File: src/rtl/tccw_pkg.sv
package tccw_pkg;

   // payload widths
   localparam int CHAR_W  = 8;
   localparam int CELL_W  = 13;
   localparam int COUNT_W = 8;

   // register widths
   localparam int COLUMNS_W   = 8;
   localparam int ROWS_W      = 7;
   localparam int START_ROW_W = 6;
   localparam int START_COL_W = 7;

   // configuration port
   localparam int CSR_INDEX_W = 4;
   localparam int CSR_DATA_W  = 8;

   localparam logic [CSR_INDEX_W-1:0] REG_COLUMNS   = 4'd0;
   localparam logic [CSR_INDEX_W-1:0] REG_ROWS      = 4'd1;
   localparam logic [CSR_INDEX_W-1:0] REG_START_ROW = 4'd2;
   localparam logic [CSR_INDEX_W-1:0] REG_START_COL = 4'd3;

   localparam logic [COLUMNS_W-1:0] COLUMNS_RESET = 8'd80;
   localparam logic [ROWS_W-1:0]    ROWS_RESET    = 7'd25;

   // character codes
   localparam logic [CHAR_W-1:0] CH_BS    = 8'd8;
   localparam logic [CHAR_W-1:0] CH_TAB   = 8'd9;
   localparam logic [CHAR_W-1:0] CH_LF    = 8'd10;
   localparam logic [CHAR_W-1:0] CH_CR    = 8'd13;
   localparam logic [CHAR_W-1:0] CH_SPACE = 8'h20;
   localparam logic [CHAR_W-1:0] CH_NONE  = 8'h00;

   // reciprocal shift for the tab stop division
   localparam int TAB_SHIFT = 16;

endpackage

File: src/rtl/tccw_step.sv
module tccw_step
   import tccw_pkg::*;
#(
   parameter int MAX_COLS = 128,
   parameter int MAX_ROWS = 64,
   parameter int TAB_STOP = 8,
   localparam int NC_W   = $clog2(MAX_COLS + 1),
   localparam int NR_W   = $clog2(MAX_ROWS + 1),
   localparam int COL_W  = $clog2(MAX_COLS),
   localparam int ROW_W  = $clog2(MAX_ROWS),
   localparam int ROW_SW = (ROW_W > START_ROW_W) ? ROW_W : START_ROW_W,
   localparam int COL_SW = (COL_W > START_COL_W) ? COL_W : START_COL_W
) (
   input  logic [ROW_SW-1:0]  cur_row,
   input  logic [COL_SW-1:0]  cur_col,
   input  logic [NC_W-1:0]    nc,
   input  logic [NR_W-1:0]    nr,
   input  logic [CHAR_W-1:0]  ch,
   output logic [ROW_W-1:0]   fill_row,
   output logic [COL_W-1:0]   fill_col,
   output logic [CHAR_W-1:0]  fill_char,
   output logic [NC_W-1:0]    fill_count,
   output logic [ROW_W-1:0]   next_row,
   output logic [COL_W-1:0]   next_col,
   output logic               overflow
);

   localparam int SW     = $clog2(MAX_COLS + TAB_STOP + 1);
   localparam int RECIP  = ((1 << TAB_SHIFT) + TAB_STOP - 1) / TAB_STOP;
   localparam int PROD_W = COL_W + TAB_SHIFT + 1;

   localparam logic [SW-1:0]          TAB_V   = SW'(TAB_STOP);
   localparam logic [TAB_SHIFT:0]     RECIP_V = (TAB_SHIFT + 1)'(RECIP);

   logic [ROW_W-1:0]  row;
   logic [COL_W-1:0]  col;
   logic [PROD_W-1:0] tab_prod;
   logic [COL_W-1:0]  tab_q;
   logic [SW-1:0]     tab_stop;
   logic [SW-1:0]     stop;
   logic [SW-1:0]     nc_w;
   logic [ROW_W:0]    row_inc;
   logic [ROW_W:0]    nr_w;

   // saturate the cursor into the grid before use
   always_comb begin
      if (32'(cur_row) >= 32'(nr)) begin
         row = ROW_W'(nr - NR_W'(1));
      end else begin
         row = ROW_W'(cur_row);
      end
      if (32'(cur_col) >= 32'(nc)) begin
         col = COL_W'(nc - NC_W'(1));
      end else begin
         col = COL_W'(cur_col);
      end
   end

   // next multiple of the tab width above col
   assign tab_prod = PROD_W'(col) * PROD_W'(RECIP_V);
   assign tab_q    = tab_prod[TAB_SHIFT +: COL_W];
   assign tab_stop = (SW'(tab_q) + SW'(1)) * TAB_V;

   assign nc_w = SW'(nc);
   assign nr_w = (ROW_W + 1)'(nr);

   always_comb begin
      fill_row   = row;
      fill_col   = col;
      fill_char  = CH_SPACE;
      fill_count = '0;
      next_row   = row;
      next_col   = col;
      overflow   = 1'b0;
      stop       = SW'(col) + SW'(1);
      row_inc    = (ROW_W + 1)'(row);

      if (ch == CH_BS) begin
         if (row == '0 && col == '0) begin
            fill_char = CH_NONE;
         end else begin
            if (col != '0) begin
               next_col = col - COL_W'(1);
            end else begin
               next_row = row - ROW_W'(1);
               next_col = COL_W'(nc - NC_W'(1));
            end
            fill_row   = next_row;
            fill_col   = next_col;
            fill_count = NC_W'(1);
         end
      end else begin
         if (ch == CH_CR || ch == CH_LF) begin
            stop = nc_w;
         end else if (ch == CH_TAB) begin
            stop = (tab_stop > nc_w) ? nc_w : tab_stop;
         end else begin
            fill_char = ch;
         end
         fill_count = NC_W'(stop - SW'(col));
         if (stop >= nc_w) begin
            next_col = '0;
            row_inc  = (ROW_W + 1)'(row) + (ROW_W + 1)'(1);
         end else begin
            next_col = COL_W'(stop);
         end
         if (row_inc >= nr_w) begin
            next_row = ROW_W'(nr - NR_W'(1));
            overflow = 1'b1;
         end else begin
            next_row = ROW_W'(row_inc);
         end
      end
   end

endmodule

File: src/rtl/tccw_index.sv
module tccw_index
   import tccw_pkg::*;
#(
   parameter int MAX_COLS = 128,
   parameter int MAX_ROWS = 64,
   localparam int NC_W  = $clog2(MAX_COLS + 1),
   localparam int COL_W = $clog2(MAX_COLS),
   localparam int ROW_W = $clog2(MAX_ROWS)
) (
   input  logic [ROW_W-1:0]  row,
   input  logic [COL_W-1:0]  col,
   input  logic [NC_W-1:0]   nc,
   output logic [CELL_W-1:0] cell_idx
);

   localparam int PW    = ROW_W + NC_W + 1;

   logic [PW-1:0] sum;

   // row * columns + column, kept to the cell index width
   assign sum      = PW'(row) * PW'(nc) + PW'(col);
   assign cell_idx = CELL_W'(sum);

endmodule

File: src/rtl/text_console_cursor_writer_core.sv
// Text console cursor writer: each character word on req_ gives one fill run
// on rsp_ (start cell, character, cell count) plus the new cursor cell and a
// row overflow flag. One character is taken every clock cycle while req_stall
// is low; a result passes through the first-stage register and then the output
// register. The cursor row/column update is combinational through the step
// logic, and the cell index multiply sits in the second stage in front of the
// output register. Register writes on csr_ are always taken; writing start_row
// or start_col moves the cursor at once. Write registers only while no
// character is in flight.
module text_console_cursor_writer_core
   import tccw_pkg::*;
#(
   parameter int MAX_COLS = 128,
   parameter int MAX_ROWS = 64,
   parameter int TAB_STOP = 8
) (
   input  logic                    clock,
   input  logic                    reset,
   input  logic                    req_valid,
   output logic                    req_stall,
   input  logic [CHAR_W-1:0]       req_ch,
   output logic                    rsp_valid,
   input  logic                    rsp_stall,
   output logic [CELL_W-1:0]       rsp_fill_start,
   output logic [CHAR_W-1:0]       rsp_fill_char,
   output logic [COUNT_W-1:0]      rsp_fill_count,
   output logic [CELL_W-1:0]       rsp_cursor_pos,
   output logic                    rsp_row_overflow,
   input  logic                    csr_valid,
   output logic                    csr_ready,
   input  logic [CSR_INDEX_W-1:0]  csr_index,
   input  logic [CSR_DATA_W-1:0]   csr_data
);

   localparam int NC_W   = $clog2(MAX_COLS + 1);
   localparam int NR_W   = $clog2(MAX_ROWS + 1);
   localparam int COL_W  = $clog2(MAX_COLS);
   localparam int ROW_W  = $clog2(MAX_ROWS);
   localparam int ROW_SW = (ROW_W > START_ROW_W) ? ROW_W : START_ROW_W;
   localparam int COL_SW = (COL_W > START_COL_W) ? COL_W : START_COL_W;

   logic [COLUMNS_W-1:0] columns_ff, columns_in;
   logic [ROWS_W-1:0]    rows_ff, rows_in;
   logic [ROW_SW-1:0]    cur_row_ff, cur_row_in;
   logic [COL_SW-1:0]    cur_col_ff, cur_col_in;

   logic [NC_W-1:0] nc;
   logic [NR_W-1:0] nr;

   logic              csr_write;
   logic              accept;
   logic              s1_free;
   logic              out_open;

   logic [ROW_W-1:0]  step_fill_row;
   logic [COL_W-1:0]  step_fill_col;
   logic [CHAR_W-1:0] step_fill_char;
   logic [NC_W-1:0]   step_fill_count;
   logic [ROW_W-1:0]  step_next_row;
   logic [COL_W-1:0]  step_next_col;
   logic              step_overflow;

   // first stage: step result
   logic              s1_valid_ff, s1_valid_in;
   logic [ROW_W-1:0]  s1_frow_ff, s1_frow_in;
   logic [COL_W-1:0]  s1_fcol_ff, s1_fcol_in;
   logic [CHAR_W-1:0] s1_char_ff, s1_char_in;
   logic [NC_W-1:0]   s1_count_ff, s1_count_in;
   logic [ROW_W-1:0]  s1_row_ff, s1_row_in;
   logic [COL_W-1:0]  s1_col_ff, s1_col_in;
   logic              s1_ovf_ff, s1_ovf_in;

   // output register
   logic               rsp_valid_ff, rsp_valid_in;
   logic [CELL_W-1:0]  rsp_start_ff, rsp_start_in;
   logic [CHAR_W-1:0]  rsp_char_ff, rsp_char_in;
   logic [COUNT_W-1:0] rsp_count_ff, rsp_count_in;
   logic [CELL_W-1:0]  rsp_cursor_ff, rsp_cursor_in;
   logic               rsp_ovf_ff, rsp_ovf_in;

   logic [CELL_W-1:0]  fill_cell;
   logic [CELL_W-1:0]  cursor_cell;

   // effective grid size, saturated into range
   assign nc = (columns_ff == '0) ? NC_W'(1) :
               (32'(columns_ff) > 32'(MAX_COLS)) ? NC_W'(MAX_COLS) : NC_W'(columns_ff);
   assign nr = (rows_ff == '0) ? NR_W'(1) :
               (32'(rows_ff) > 32'(MAX_ROWS)) ? NR_W'(MAX_ROWS) : NR_W'(rows_ff);

   assign csr_ready = 1'b1;
   assign csr_write = csr_valid & csr_ready;

   // handshake: the output register frees the first stage when it moves on
   assign out_open  = ~rsp_valid_ff | ~rsp_stall;
   assign s1_free   = ~s1_valid_ff | out_open;
   assign req_stall = ~s1_free;
   assign accept    = req_valid & s1_free;

   tccw_step #(
      .MAX_COLS(MAX_COLS),
      .MAX_ROWS(MAX_ROWS),
      .TAB_STOP(TAB_STOP)
   ) u_step (
      .cur_row    (cur_row_ff),
      .cur_col    (cur_col_ff),
      .nc         (nc),
      .nr         (nr),
      .ch         (req_ch),
      .fill_row   (step_fill_row),
      .fill_col   (step_fill_col),
      .fill_char  (step_fill_char),
      .fill_count (step_fill_count),
      .next_row   (step_next_row),
      .next_col   (step_next_col),
      .overflow   (step_overflow)
   );

   tccw_index #(
      .MAX_COLS(MAX_COLS),
      .MAX_ROWS(MAX_ROWS)
   ) u_fill_index (
      .row      (s1_frow_ff),
      .col      (s1_fcol_ff),
      .nc       (nc),
      .cell_idx (fill_cell)
   );

   tccw_index #(
      .MAX_COLS(MAX_COLS),
      .MAX_ROWS(MAX_ROWS)
   ) u_cursor_index (
      .row      (s1_row_ff),
      .col      (s1_col_ff),
      .nc       (nc),
      .cell_idx (cursor_cell)
   );

   // registers and cursor state
   always_comb begin
      columns_in = columns_ff;
      rows_in    = rows_ff;
      cur_row_in = cur_row_ff;
      cur_col_in = cur_col_ff;
      if (csr_write) begin
         case (csr_index)
            REG_COLUMNS:   columns_in = COLUMNS_W'(csr_data);
            REG_ROWS:      rows_in = ROWS_W'(csr_data);
            REG_START_ROW: cur_row_in = ROW_SW'(csr_data[START_ROW_W-1:0]);
            REG_START_COL: cur_col_in = COL_SW'(csr_data[START_COL_W-1:0]);
            default: ;
         endcase
      end else if (accept) begin
         cur_row_in = ROW_SW'(step_next_row);
         cur_col_in = COL_SW'(step_next_col);
      end
   end

   always_comb begin
      s1_valid_in = s1_valid_ff;
      s1_frow_in  = s1_frow_ff;
      s1_fcol_in  = s1_fcol_ff;
      s1_char_in  = s1_char_ff;
      s1_count_in = s1_count_ff;
      s1_row_in   = s1_row_ff;
      s1_col_in   = s1_col_ff;
      s1_ovf_in   = s1_ovf_ff;
      if (s1_free) begin
         s1_valid_in = req_valid;
         s1_frow_in  = step_fill_row;
         s1_fcol_in  = step_fill_col;
         s1_char_in  = step_fill_char;
         s1_count_in = step_fill_count;
         s1_row_in   = step_next_row;
         s1_col_in   = step_next_col;
         s1_ovf_in   = step_overflow;
      end
   end

   always_comb begin
      rsp_valid_in  = rsp_valid_ff;
      rsp_start_in  = rsp_start_ff;
      rsp_char_in   = rsp_char_ff;
      rsp_count_in  = rsp_count_ff;
      rsp_cursor_in = rsp_cursor_ff;
      rsp_ovf_in    = rsp_ovf_ff;
      if (out_open) begin
         rsp_valid_in  = s1_valid_ff;
         rsp_start_in  = fill_cell;
         rsp_char_in   = s1_char_ff;
         rsp_count_in  = COUNT_W'(s1_count_ff);
         rsp_cursor_in = cursor_cell;
         rsp_ovf_in    = s1_ovf_ff;
      end
   end

   always_ff @(posedge clock) begin
      if (reset) begin
         columns_ff   <= COLUMNS_RESET;
         rows_ff      <= ROWS_RESET;
         cur_row_ff   <= '0;
         cur_col_ff   <= '0;
         s1_valid_ff  <= 1'b0;
         rsp_valid_ff <= 1'b0;
      end else begin
         columns_ff   <= columns_in;
         rows_ff      <= rows_in;
         cur_row_ff   <= cur_row_in;
         cur_col_ff   <= cur_col_in;
         s1_valid_ff  <= s1_valid_in;
         rsp_valid_ff <= rsp_valid_in;
      end
   end

   always_ff @(posedge clock) begin
      s1_frow_ff    <= s1_frow_in;
      s1_fcol_ff    <= s1_fcol_in;
      s1_char_ff    <= s1_char_in;
      s1_count_ff   <= s1_count_in;
      s1_row_ff     <= s1_row_in;
      s1_col_ff     <= s1_col_in;
      s1_ovf_ff     <= s1_ovf_in;
      rsp_start_ff  <= rsp_start_in;
      rsp_char_ff   <= rsp_char_in;
      rsp_count_ff  <= rsp_count_in;
      rsp_cursor_ff <= rsp_cursor_in;
      rsp_ovf_ff    <= rsp_ovf_in;
   end

   assign rsp_valid        = rsp_valid_ff;
   assign rsp_fill_start   = rsp_start_ff;
   assign rsp_fill_char    = rsp_char_ff;
   assign rsp_fill_count   = rsp_count_ff;
   assign rsp_cursor_pos   = rsp_cursor_ff;
   assign rsp_row_overflow = rsp_ovf_ff;

   // an empty fill run only comes from backspace at the origin
   a_empty_fill_at_origin: assert property (@(posedge clock) disable iff (reset)
      s1_valid_ff && s1_count_ff == '0 |->
         s1_row_ff == '0 && s1_col_ff == '0 && s1_char_ff == CH_NONE)
      else $error("empty fill run away from the origin");

   // overflow only follows a wrap, which leaves the cursor at column zero
   a_overflow_after_wrap: assert property (@(posedge clock) disable iff (reset)
      s1_valid_ff && s1_ovf_ff |-> s1_col_ff == '0)
      else $error("row overflow without a line wrap");

   // a word in the first stage reaches an empty output register next cycle
   a_stage_advance: assert property (@(posedge clock) disable iff (reset)
      s1_valid_ff && !rsp_valid_ff |=> rsp_valid_ff)
      else $error("first stage word did not advance");

endmodule

File: config.mk
export PLATFORM = sky130hd
export DESIGN_NAME = text_console_cursor_writer_core
export DESIGN_NICKNAME = d
export VERILOG_FILES = /design/src/rtl/tccw_pkg.sv /design/src/rtl/tccw_step.sv /design/src/rtl/tccw_index.sv /design/src/rtl/text_console_cursor_writer_core.sv
export SDC_FILE = /design/constraint.sdc
export NUM_CORES = 1
export LEC_CHECK = 0
export BUFFER_PORTS_ARGS = -buffer_cell sky130_fd_sc_hd__buf_4
export CORE_MARGIN = 10
export CORE_UTILIZATION = 23
export CTS_CLUSTER_SIZE = 12
export DETAILED_ROUTE_END_ITERATION = 8
export RECOVER_POWER = 50
export SYNTH_ARGS = -nofsm -noshare
export SYNTH_HDL_FRONTEND = slang
export SYNTH_SLANG_ARGS = --single-unit
File: constraint.sdc
create_clock -name clock -period 19.3 [get_ports clock]
set_input_delay 3.86 -clock clock [delete_from_list [all_inputs] [get_ports clock]]
set_output_delay 3.86 -clock clock [all_outputs]
set_load 0.005 [all_outputs]
# Word-level counts from Yosys, hierarchy flattened

Index checks and enable logic that the tools add are counted.

Flip-flop bits (word level): 116
Input port bits: 25
Output and inout port bits: 46

$add $sub $neg: 10
Multiply operators: 2
Magnitude comparators: 7
Equal/unequal tests: 9
Muxes and demuxes: 35
Bitwise logic cells: 7
Reduce and logical (&&, ||, !) cells: 13

Operators with widths:

| operator                                                              | number |
|---|---|
| 7-bit 2-to-1 mux                                                      | 13 |
| 8-bit 2-to-1 mux                                                      | 10 |
| 6-bit 2-to-1 mux                                                      | 10 |
| 8-bit by 4-bit equality test with 1-bit output, second input constant | 4 |
| 13-bit by 7-bit adder with 13-bit output                              | 2 |
| 6-bit by 8-bit multiplier with 13-bit output                          | 2 |
| 7-bit zero test                                                       | 2 |
| 7-bit by 1-bit subtractor with 7-bit output, second input constant    | 2 |
| 6-bit by 1-bit subtractor with 6-bit output, second input constant    | 2 |
| 7-bit by 1-bit adder with 8-bit output, second input constant         | 1 |
| 4-bit by 2-bit equality test with 1-bit output, second input constant | 2 |
| 7-bit by 8-bit >= comparator with 1-bit output                        | 1 |
| 8-bit >= comparator                                                   | 1 |
| 8-bit greater-than comparator                                         | 1 |
| 8-bit greater-than comparator, second input constant                  | 1 |
| 8-bit zero test                                                       | 1 |
| 2-bit AND reduction                                                   | 4 |
| 8-bit by 7-bit subtractor with 8-bit output                           | 1 |
| 6-bit by 1-bit adder with 7-bit output, second input constant         | 1 |
| 6-bit by 7-bit >= comparator with 1-bit output                        | 1 |
| 7-bit >= comparator                                                   | 1 |
| 7-bit greater-than comparator, second input constant                  | 1 |
| 7-bit nonzero test                                                    | 1 |
| 6-bit zero test                                                       | 1 |
| other kinds (11)                                                      | 17 |

# Logic depth before layout (Yosys ltp)

Word-level depth: 19
Gate-level depth with buffers: 37
Gate-level depth less buffers: 31

# By module

Synthesis repeated with hierarchy kept, for this count alone.

Cell total of the unflattened synthesis: 1,063
Area, all modules: 10,679.0 sq um

By module, submodules not included:

| module                          | times used | cells an instance | area each (sq um) | seq. area each (sq um) |
|---|---|---|---|---|
| text_console_cursor_writer_core | 1          | 257               | 4,129.0           | 3,183.1 |
| tccw_step                       | 1          | 408               | 3,017.9           | 0.0 |
| tccw_index at u_cursor_index    | 1          | 199               | 1,769.2           | 0.0 |
| tccw_index at u_fill_index      | 1          | 199               | 1,762.9           | 0.0 |

# Least setup slack after synthesis

OpenSTA, ideal clock, no wires.

Kind: input -> output
Start point: input rsp_stall
End point: output req_stall
Arrival time: 5.243 ns
Required time: 15.440 ns
Setup slack: 10.197 ns
Cell stages on the path: 2
Path buffers: 0
Cell sequence: nand3_1 inv_1

Word-level cells in the longest chain between the ends: 4

Ends and longest elaborated chain:

| what             | line                                  | source |
|---|---|---|
| from (decl)      | text_console_cursor_writer_core.sv:23 | `input logic rsp_stall,` |
| 1-bit NOT        | text_console_cursor_writer_core.sv:94 | `assign out_open = ~rsp_valid_ff \| ~rsp_stall;` |
| 1-bit bitwise OR | text_console_cursor_writer_core.sv:94 |  |
| 1-bit bitwise OR | text_console_cursor_writer_core.sv:95 | `assign s1_free = ~s1_valid_ff \| out_open;` |
| 1-bit NOT        | text_console_cursor_writer_core.sv:96 | `assign req_stall = ~s1_free;` |
| to (decl)        | text_console_cursor_writer_core.sv:20 | `output logic req_stall,` |

Every way passes these cells.

# Final worst setup path

Ends and elaborated chain as after synthesis.

==> impl_metrics.toml <==
[outcome]
status = "finished with violations"
violations = "max-capacitance violations, max-slew violations"

[synth]
synth_common_cells = "nand2_1, ha_1, inv_1, edfxtp_1, nor2_1"
synthArstFlopShare_pct = 0
synthCells = 1126
synth_seq_area_share_pct = 29.94
synth_edf_count = 86
syn-num-nets = 1316
synth.largest_area_cell = "edfxtp_1"
synth_flop_cell = "edfxtp_1"
synth.cell_area_um2 = 10630
yosys-top-cells-area = "edfxtp_1, ha_1, fa_1, dfxtp_1, nand2_1"
synth_cell_types = 84
synth_seq_cells = 116
synth_top_area_share_pct = 24.29
avgSynthCellArea_um2 = 9.443
yosysWarnings = 0
yosysMostFrequentCell = "nand2_1"

[sta]
whs_ns = 0.4144
period_share_pct = 53.75
final_max_slew_viol_count = 90
setup-tns-final_ns = 0
grt_setup_unrepaired = "false"
fmax_mhz = 96.39
clock_skew_ns = 0.01747
hold_viol = 0
setup_viol = 0
slew_headroom_pct = -89.44
tightest_slew_ns = 2.842
post-route-min-period_ns = 10.37

[layout]
syn2layout_area_growth_pct = 17.64
fin_cells = 1803
nets = 1379
drive_above_1_share_pct = 11.81
postLayoutCoreUtil_pct = 27.44

[min_path]
hold_path_end = "rsp_fill_char[0]"
hold_start = "s1_char_ff[0]"
min_path_cells = 0
hp-class = "reg2reg"

[global_route]
busiest_layer = "met2"
grtUsageMet2_pct = 18.14
grt_pass1_wl_um = 49700
use_met1_pct = 14.89
grt.overflow.total = 0
grt_usage_pct = 11.34
grt_pass1_vias = 8458
grt_max_degree = 46
use_met3_pct = 2.355
antenna_found_initial = 0

[critical_path]
regToRegSetupSlack_ns = 9.13
crit_fanout = 45
crit_arrival_ns = 6.51
timing.rr.end = "s1_row_ff[2]"
reg2regPathDepth = 31
path_buf_inv = 4
cpMostUsedCell = "clkbuf_1"
crit_chain = "clkbuf_1 > nand3_2 > clkbuf_1 > inv_1 > buf_4"
crit_type = "in2out"
end_kind = "output port"
cp_top_family = "buffers and inverters"
max_stage_delay_ns = 1.99
worst-path-stages = 5
required_ns = 15.44
timing.rr.start = "columns_ff[3]"
critPathSlowestCell = "clkbuf_1"
cp-start-kind = "primary input"

[floorplanning]
dieArea_um2 = 55230
pin_count = 71
die_w_um = 235.0
fp.dieH_um = 235.0
start_util_pct = 23.33
core_area_um2 = 45580
core.rowCount = 78

[clock_network]
cts_tree = "done"
ctsResizeCount = 0
clk_latency_ns = 0.44
cts-hold-fix-buffers = 0
h-tree-depth = 4
cts_root_buffer = "clkbuf_16"
path_clk_slew_ns = 0.05
cts.sinks = 116
cts.path.max_buffers = 2
post_cts_buffers = 0
cts_made_buffers = 17

[pwr]
p_leak_uw = 0.005526
ir_drop_uv = 53.17
pwr_density_cell_nw_per_um2 = 79.83

[place]
port_buffers = 69
gp_congestion = 0.9092
hpwl_um = 24790
dp_cells = 1770

[drt]
firstDrtPassIters = 6
via_count = 8562
drc = 0
avgViaCountPerCell = 4.749
wl_um = 31830
ant_nets = 0
first_iter_violations = 722
wl_per_cell_um = 17.66

[job]
maxCapViolations = 2
-- cell families (layout without fill, tap and decap cells) --
logic type	after synthesis	after routing	synth area share (%)
simple gates	380	380	18.22
mux	42	42	4.024
flops	116	116	29.94
compound gates	220	220	14.56
other cells	1	2	0.03527
xor+xnor	50	50	4.119
fa+ha+maj	166	166	23.53
buf+inv	151	227	5.578
-- worst reg2reg max path, delay by kind of cell, from the launching register on --
family,cells,cell delay [ns]
AO/OA/AOI/OAI,15,4.38
XOR/XNOR,1,0.15
adder cells (fa/ha/maj),4,1.37
flip-flops,1,0.38
AND/OR/NAND/NOR,5,1.56
buffers and inverters,4,1.31
multiplexers,2,0.75
-- flip-flops by register name (all words and copies together) (netlist names), 7 cells and up --
signal	flops
rsp_cursor_pos	13
rsp_fill_start	13
columns_ff	8
rsp_fill_char	8
rsp_fill_count	8
s1_char_ff	8
s1_count_ff	8
cur_col_ff	7
rows_ff	7
s1_col_ff	7
s1_fcol_ff	7
-- where the power goes --
group,internal (µW),leakage (µW),switching [µW]
clock network,229,0.000316,123
logic,132,0.00401,158
registers,324,0.00120,31.3
-- how the worst max path moves through the flow --
stage	from	endpoint	slack (ns)
global route	rsp_stall	req_stall	8.57
global placement	req_ch[5]	s1_row_ff[2]	9.38
floorplan	rsp_stall	req_stall	10.20
CTS	req_ch[5]	s1_row_ff[2]	9.82
detailed placement	req_ch[5]	s1_row_ff[2]	9.34
finish	rsp_stall	req_stall	8.93
-- layout make-up --
type / count / area [µm²]
Fill cell: 4800 / 33070
Tap cell: 600 / 750.7
Multi-Input combinational cell: 859 / 6885
Sequential cell: 116 / 3183
Inverter: 107 / 401.6
Clock buffer: 26 / 531.8
Clock inverter: 6 / 111.4
Antenna cell: 1 / 2.502
Timing Repair Buffer: 88 / 641.9
-- routing by layer --
metal | wire length, µm | part of all wire (%)
met1 | 14590 | 46
met2 | 14870 | 47
met3 | 1723 | 5.4
met4 | 650 | 2.0
met5 | 0 | 0
-- per-stage QoR --
stage | total power (µW) | worst slack [ns] | instance area [µm²]
floorplan | 539.9 | 10.20 | 10630
global placement | 651.6 | 9.384 | 11890
detailed placement | 653.9 | 9.344 | 11890
CTS | 1013 | 9.820 | 12530
global route | 1063 | 8.569 | 12510
finish | 998.5 | 8.926 | 12510
-- cell usage in the layout (no fill, tap or decap), types with 6 or more instances in the layout --
| cell type | count |
|---|---|
| a211oi_1 | 17 |
| a21o_1 | 9 |
| a21oi_1 | 49 |
| a31oi_1 | 16 |
| and2_1 | 44 |
| and3_1 | 11 |
| buf_4 | 80 |
| clkbuf_1 | 9 |
| clkbuf_16 | 19 |
| dfxtp_1 | 30 |
| edfxtp_1 | 86 |
| fa_1 | 57 |
| ha_1 | 108 |
| inv_1 | 107 |
| mux2_2 | 6 |
| mux2i_1 | 36 |
| nand2_1 | 124 |
| nand2b_1 | 9 |
| nand3_1 | 24 |
| nor2_1 | 63 |
| nor2b_1 | 13 |
| nor3_1 | 29 |
| nor3b_1 | 6 |
| nor4_1 | 8 |
| o211ai_1 | 12 |
| o21ai_0 | 30 |
| o21bai_1 | 7 |
| o31ai_1 | 8 |
| or3_1 | 10 |
| xnor2_1 | 40 |
| xor2_1 | 10 |
Power figures use the tool's default switching activity.
